**src/tcsr_pkg.sv**
```systemverilog
// Shared types and constants of the triangle column-span rasteriser.
package tcsr_pkg;

    // Tile edge in pixels, 8 to 64. Coordinates keep their 6-bit fields.
    localparam int TILE_SIZE   = 64;
    localparam int COORD_W     = 6;
    localparam int SHADE_W     = 8;
    // Edge coefficients: differences of two coordinates.
    localparam int COEF_W      = COORD_W + 1;
    // Edge constant term: difference of two coordinate products.
    localparam int CONST_W     = 2 * COORD_W + 2;
    localparam int EDGE_W      = 16;
    // Doubled area of a triangle inside the tile stays below 64 * 64.
    localparam int AREA_W      = 2 * COORD_W;
    localparam int SUM_W       = AREA_W + 5;
    localparam int GROUP_W     = 8;
    localparam int GROUP_IDX_W = $clog2(GROUP_W);
    localparam int ROW_GROUPS  = (TILE_SIZE + GROUP_W - 1) / GROUP_W;
    localparam int MASK_W      = ROW_GROUPS * GROUP_W;
    // Depth of the triangle queue, a power of two.
    localparam int QUEUE_DEPTH = 2;
    localparam int QPTR_W      = $clog2(QUEUE_DEPTH);

    localparam logic [COORD_W-1:0] COORD_MAX = COORD_W'(TILE_SIZE - 1);

    typedef struct packed {
        logic [COORD_W-1:0] vertex_a_x;
        logic [COORD_W-1:0] vertex_a_y;
        logic [COORD_W-1:0] vertex_b_x;
        logic [COORD_W-1:0] vertex_b_y;
        logic [COORD_W-1:0] vertex_c_x;
        logic [COORD_W-1:0] vertex_c_y;
        logic [SHADE_W-1:0] shade;
    } t_in_item;

    typedef struct packed {
        logic [COORD_W-1:0] column;
        logic [COORD_W-1:0] first_row;
        logic [COORD_W-1:0] last_row;
        logic               empty_column;
        logic [SHADE_W-1:0] green_level;
        logic [SHADE_W-1:0] blue_level;
        logic               last_span;
    } t_out_item;

    // One sub-area as a linear function: kx * x + ky * y + k0.
    typedef struct packed {
        logic signed [COEF_W-1:0]  kx;
        logic signed [COEF_W-1:0]  ky;
        logic signed [CONST_W-1:0] k0;
    } t_line_fn;

    // Everything the column walker needs for one triangle.
    typedef struct packed {
        t_line_fn [2:0]     lines;
        logic [AREA_W-1:0]  total;
        logic [COORD_W-1:0] min_x;
        logic [COORD_W-1:0] max_x;
        logic [COORD_W-1:0] min_y;
        logic [COORD_W-1:0] max_y;
        logic [SHADE_W-1:0] green;
        logic [SHADE_W-1:0] blue;
    } t_tri_desc;

endpackage

```
**src/tcsr_queue.sv**
```systemverilog
// Short queue of prepared triangles between the front end and the walker.
module tcsr_queue (
    input  logic                i_clk,
    input  logic                i_rst_n,
    input  logic                i_push,
    input  tcsr_pkg::t_tri_desc i_desc,
    output logic                o_full,
    output logic                o_nonempty,
    input  logic                i_pop,
    output tcsr_pkg::t_tri_desc o_desc
);
    import tcsr_pkg::*;

    t_tri_desc         r_slot [QUEUE_DEPTH];
    logic [QPTR_W-1:0] r_wr_ptr;
    logic [QPTR_W-1:0] r_rd_ptr;
    logic [QPTR_W:0]   r_count;

    assign o_full     = (r_count == (QPTR_W+1)'(QUEUE_DEPTH));
    assign o_nonempty = (r_count != '0);
    assign o_desc     = r_slot[r_rd_ptr];

    always_ff @(posedge i_clk) begin
        if (!i_rst_n) begin
            r_wr_ptr <= '0;
            r_rd_ptr <= '0;
            r_count  <= '0;
        end else begin
            if (i_push) r_wr_ptr <= r_wr_ptr + 1'b1;
            if (i_pop)  r_rd_ptr <= r_rd_ptr + 1'b1;
            case ({i_push, i_pop})
                2'b10:   r_count <= r_count + 1'b1;
                2'b01:   r_count <= r_count - 1'b1;
                default: r_count <= r_count;
            endcase
        end
    end

    always_ff @(posedge i_clk) begin
        if (i_push) r_slot[r_wr_ptr] <= i_desc;
    end

endmodule

```
**config.mk**
```make
export PLATFORM = sky130hd
export DESIGN_NAME = tcsr_queue
export DESIGN_NICKNAME = d
export VERILOG_FILES = /design/src/tcsr_pkg.sv /design/src/tcsr_queue.sv
export SDC_FILE = /design/constraint.sdc
export NUM_CORES = 1
export LEC_CHECK = 0
export BUFFER_PORTS_ARGS = -buffer_cell sky130_fd_sc_hd__buf_2
export CORE_MARGIN = 5
export CORE_UTILIZATION = 52
export CTS_CLUSTER_DIAMETER = 80
export DETAILED_ROUTE_END_ITERATION = 6
export GPL_TIMING_DRIVEN = 0
export HOLD_SLACK_MARGIN = 0.02
export PLACE_DENSITY = 0.83
export SETUP_SLACK_MARGIN = 0.02
export SYNTH_ARGS = -nofsm -noshare
export SYNTH_HDL_FRONTEND = slang
export SYNTH_SLANG_ARGS = --single-unit
```
**constraint.sdc**
```tcl
create_clock -name i_clk -period 9.27 [get_ports i_clk]
set_input_delay 1.3905 -clock i_clk [delete_from_list [all_inputs] [get_ports i_clk]]
set_output_delay 1.3905 -clock i_clk [all_outputs]
set_load 0.01 [all_outputs]
```
# Yosys cells after proc, flatten, opt, wreduce, memory -nomap -nowiden
# Memory sizes are Yosys's and may differ from the RTL's. A register that Yosys moved wholly into a read port is not among the register bits.
# Index checks and enable logic that the tools add are counted.
[word_totals] mem_count=1 ram_bits=272 inputBits=140 reg_bits=4 wordCells=18 out_inout_bits=138
[mem_list] name="r_slot" words=2 width=136 rd=1 rd_ports_with_merged_regs=1 wr=1 line="tcsr_queue.sv:14" text="t_tri_desc r_slot [QUEUE_DEPTH];"
[classes] n_reduce_logical=2 n_addsub=4 eq_ne=3 mux=5
[ops] cell="$eq 2x2->1 const B" n=2
[ops] cell="$mux 1" n=4
[ops] cell="$pmux 2 s2" n=1
[ops] cell="$reduce_bool 2->1" n=2
[ops] cell="$add 1x1->1 const B" n=2
[ops] cell="$add 2x1->2 const B" n=1
[ops] cell="$eq 2x1->1 const B" n=1
[ops] cell="$sub 2x1->2 const B" n=1

# Depth between registers and ports, before layout
[logic_depth] depth_word=3 mapped_depth=5 mapped_depth_nobuf=5

# Worst setup path after synthesis
# Ideal clock, no wire load.
[synth_path] path_type="input -> register" from="input port i_push" to="memory r_slot[0][0] (netlist bit) (enable)" required_time_ps=8632 path_stages=2 path_buffers=0 setup_time_ps=638 slack_ps=1457 t_arrival_ps=7175 path_cell_list="inv_1 > nor2_1"
[synth_via] elab_chain_len=2
[synth_rtl] element="start, declared" line="tcsr_queue.sv:5" text="input logic i_push,"
[synth_rtl] element="$mux 1" line="tcsr_queue.sv:40" text="if (i_push) r_slot[r_wr_ptr] <= i_desc;"
[synth_rtl] element="$mux 1 (implied by the code)" line="tcsr_queue.sv:40"
[synth_rtl] element="end, declared" line="tcsr_queue.sv:14"
# No other way between the ends.

==> results.md <==
* Status: completed
* Most used cell, CP: buf_6
* Vias in the first global route at roughly 5700
* Syn Area/Cell at 22.9 um^2
* Slew Viols, Final at 0
* Postcts setup bufs at 0
* I/O Pins at about 280
* Antenna violations before repair at 0
* Synth Net Count at approximately 600
* H-tree levels at 1
* Final setup TNS at 0 ps
* Global-route wire length before repair at 29.9 mm
* Seq/Total Area, Yosys at between 80 and 90%
* WL/cell at 19.0 um
* DR vias/cell at roughly 5.0
* 1st-iter DRT viols at 264
* EDFF count, synth at 272
* Critical Path Slowest Stage Cell: dfxtp_1
* Max stage delay on crit path at 320 ps
* Tcrit/Tclk final at 34.9%
* DP Worst Slack at roughly 6200 ps
* Fin util at between 60% and 70%
* Crit path required time at 7880 ps
* Die footprint at ~0.022 mm^2
* Placed Area at 0.0120 mm^2
* Net Sw Frac at 21.2%
* Ys async rst share at 0%
* Critical path depth at 5
* Reg2reg path depth at 2
* Synth top area share at 80.2%
* Final antenna-violating net count at 0
* Layout Skew at 3.46 ps
* Startpoint Class: flip-flop
* Share of layout cells above drive strength 1 at about three fifths
* Initial Util at 52.5%
* Critical path arrival at 1840 ps
* Internal at 2.19 mW
* IO Port Bufs at 277
* CP cell instances: buf_6 -> buf_6 -> buf_6 -> mux2_4 -> buf_2
* Resized cells post-CTS at 0
* Clock power frac at between 30% and 40%
* DR vias at 5211
* Clk Latency, worst-skew pair at 510 ps
* Largest net degree at the start of global routing at about 70
* Worst setup EP type: output port
* Detailed Place HPWL at 14.0 mm
* Diode count at 0
* Synthesized instance count at 445
* Psw at 589 uW
* Rel. slew slack at 38.1%
* Rows at between 50 and 60
* Num CTS Buffers at 27
* Root Buffer: clkbuf_16
* Final Setup Violations at 0
* Final instance area at 0.0128 mm^2
* HP Class: flip-flop to flip-flop
* Sequential share of power at 52.8%
* Synth Register Bits at 277
* Clock sink count at about 280
* Top post-synthesis cells by area: edfxtp_1 (80%), mux2_2 (11%), mux2_4 (5.9%)
* Crit path max fanout at 10
* Most frequent cells after synthesis: edfxtp_1 (272), mux2_2 (96), mux2_4 (40), buf_2 (9), buf_6 (6)
* Die W at 150 um
* Area grow syn2layout at 26.0%
* CORE AREA at 0.0194 mm^2
* Mapped cell area at 0.0102 mm^2
* Placed Cells at about 990
* Final Wtd Congestion at 0.741
* DRC Markers at 0
* Hold Vio Cnt, Final at 0
* Final Worst Setup Slack at 6040 ps
* Aggregate routed wire length at roughly 20 mm
* Leak at between 4 and 5 nW
* Tot Pwr at 2.77 mW
* Worst VDD drop at 0.000178 V
* Hold path cells at 2
* Worst-path clk slew at about 60 ps
* Synth warnings at 0
* Max clock buf depth at 3
* Slew @ Worst Pin at between 900 and 1000 ps
* Critical path type: flip-flop to output port
* DR pass1 iterations at 4
* M2 GR Usage at between 30% and 40%
* Hold_buf cts at 0
* Buffer and inverter count on the worst path at 4
* Period minus WS final at 3230 ps
* RSZ-0062 raised after global routing: no
* Fin Hold WS at roughly 530 ps
* Global route overflow at 0
* Layout Nets at 897
* Top Family by Delay on Critical Path: buffers and inverters
* GR peak layer: met2
* Filler cells at 1314
* Top-count cell post-synth: edfxtp_1
* PwrDens at 216 mW/mm^2
* Logic pwr share at 11.0%
* Max-Cap Viols at 0
* Layout Cells excl Fill at 1040
* Largest area contributor in the netlist: edfxtp_1
* GRT Resource Usage Total at 16.9%
* Synth cell types at 19
* CTS tree: done
* Fmax achieved at 0.309 GHz
* Routing usage on met1 at about a fifth
* Met3 Resource Use GR at between 5 and 6%
* Top FF cell, synth: edfxtp_1
* Die span in y at 150 um
==> routing by layer <==
| layer | part of all wire (%) | up-vias |
|---|---|---|
| li1 | - | 2397 |
| met1 | 36 | 2568 |
| met2 | 53 | 205 |
| met3 | 9.1 | 41 |
| met4 | 2.2 | 0 |
| met5 | 0 | - |
==> cells by family after synthesis <==
family / share of synthesized area [%]
and+or+nand+nor: 0.553
DFF: 81.2
buffers and inverters: 1.14
AOI/OAI and AO/OA: 0.197
muxes: 16.5
adders and majority gates: 0.123
xor gates and xnor gates: 0.258
==> worst register-to-register path: stages (launching register included) <==
cell	delay [ps]
dfxtp_1	410
and2_4	760
buf_16	390
==> cell usage in the layout (no fill, tap or decap), drive strengths merged, types with 2 or more instances in the layout <==
cell,instances
mux2,136
xnor2,2
edfxtp,272
buf,297
clkbuf,33
dfxtp,5
bufinv,2
and2,4
clkinv,12
==> final cells by class <==
type | instances | area, um^2 | area share, %
Sequential cell | 277 | 8270 | 64.4
Multi-Input combinational cell | 152 | 1810 | 14.1
Timing Repair Buffer | 282 | 1490 | 11.6
Clock buffer | 33 | 698 | 5.44
Tap cell | 265 | 332 | 2.58
Clock inverter | 15 | 118 | 0.917
Buffer | 15 | 113 | 0.878
Inverter | 1 | 3.75 | 0.0293
==> flip-flops by register name (all words and copies together), names as in the netlist, named ones only <==
signal,cells
r_wr_ptr,1
r_rd_ptr,1
r_count,2
r_slot,272
==> final timing paths <==
path	from	endpoint	slack [ps]
worst max-delay path	flip-flop	o_desc[98]	6040
worst min-delay path	r_count[1]$_SDFFE_PN0P_	r_count[1]$_SDFFE_PN0P_	530
worst max register to register	r_wr_ptr$_SDFFE_PN0P_	r_slot[1][118]$_DFFE_PP_	7300
worst min register to register	r_count[1]$_SDFFE_PN0P_	r_count[1]$_SDFFE_PN0P_	530
==> power groups by stage <==
stage	combinational (mW)	clock, mW	sequential, mW
2_1_floorplan	0.174	0	1.50
3_3_place_gp	0.290	0	1.50
3_5_place_dp	0.309	0	1.49
4_1_cts	0.310	1.03	1.46
5_1_grt	0.327	1.09	1.47
6_report	0.305	1.00	1.46
(Power assumes the default switching activity.)
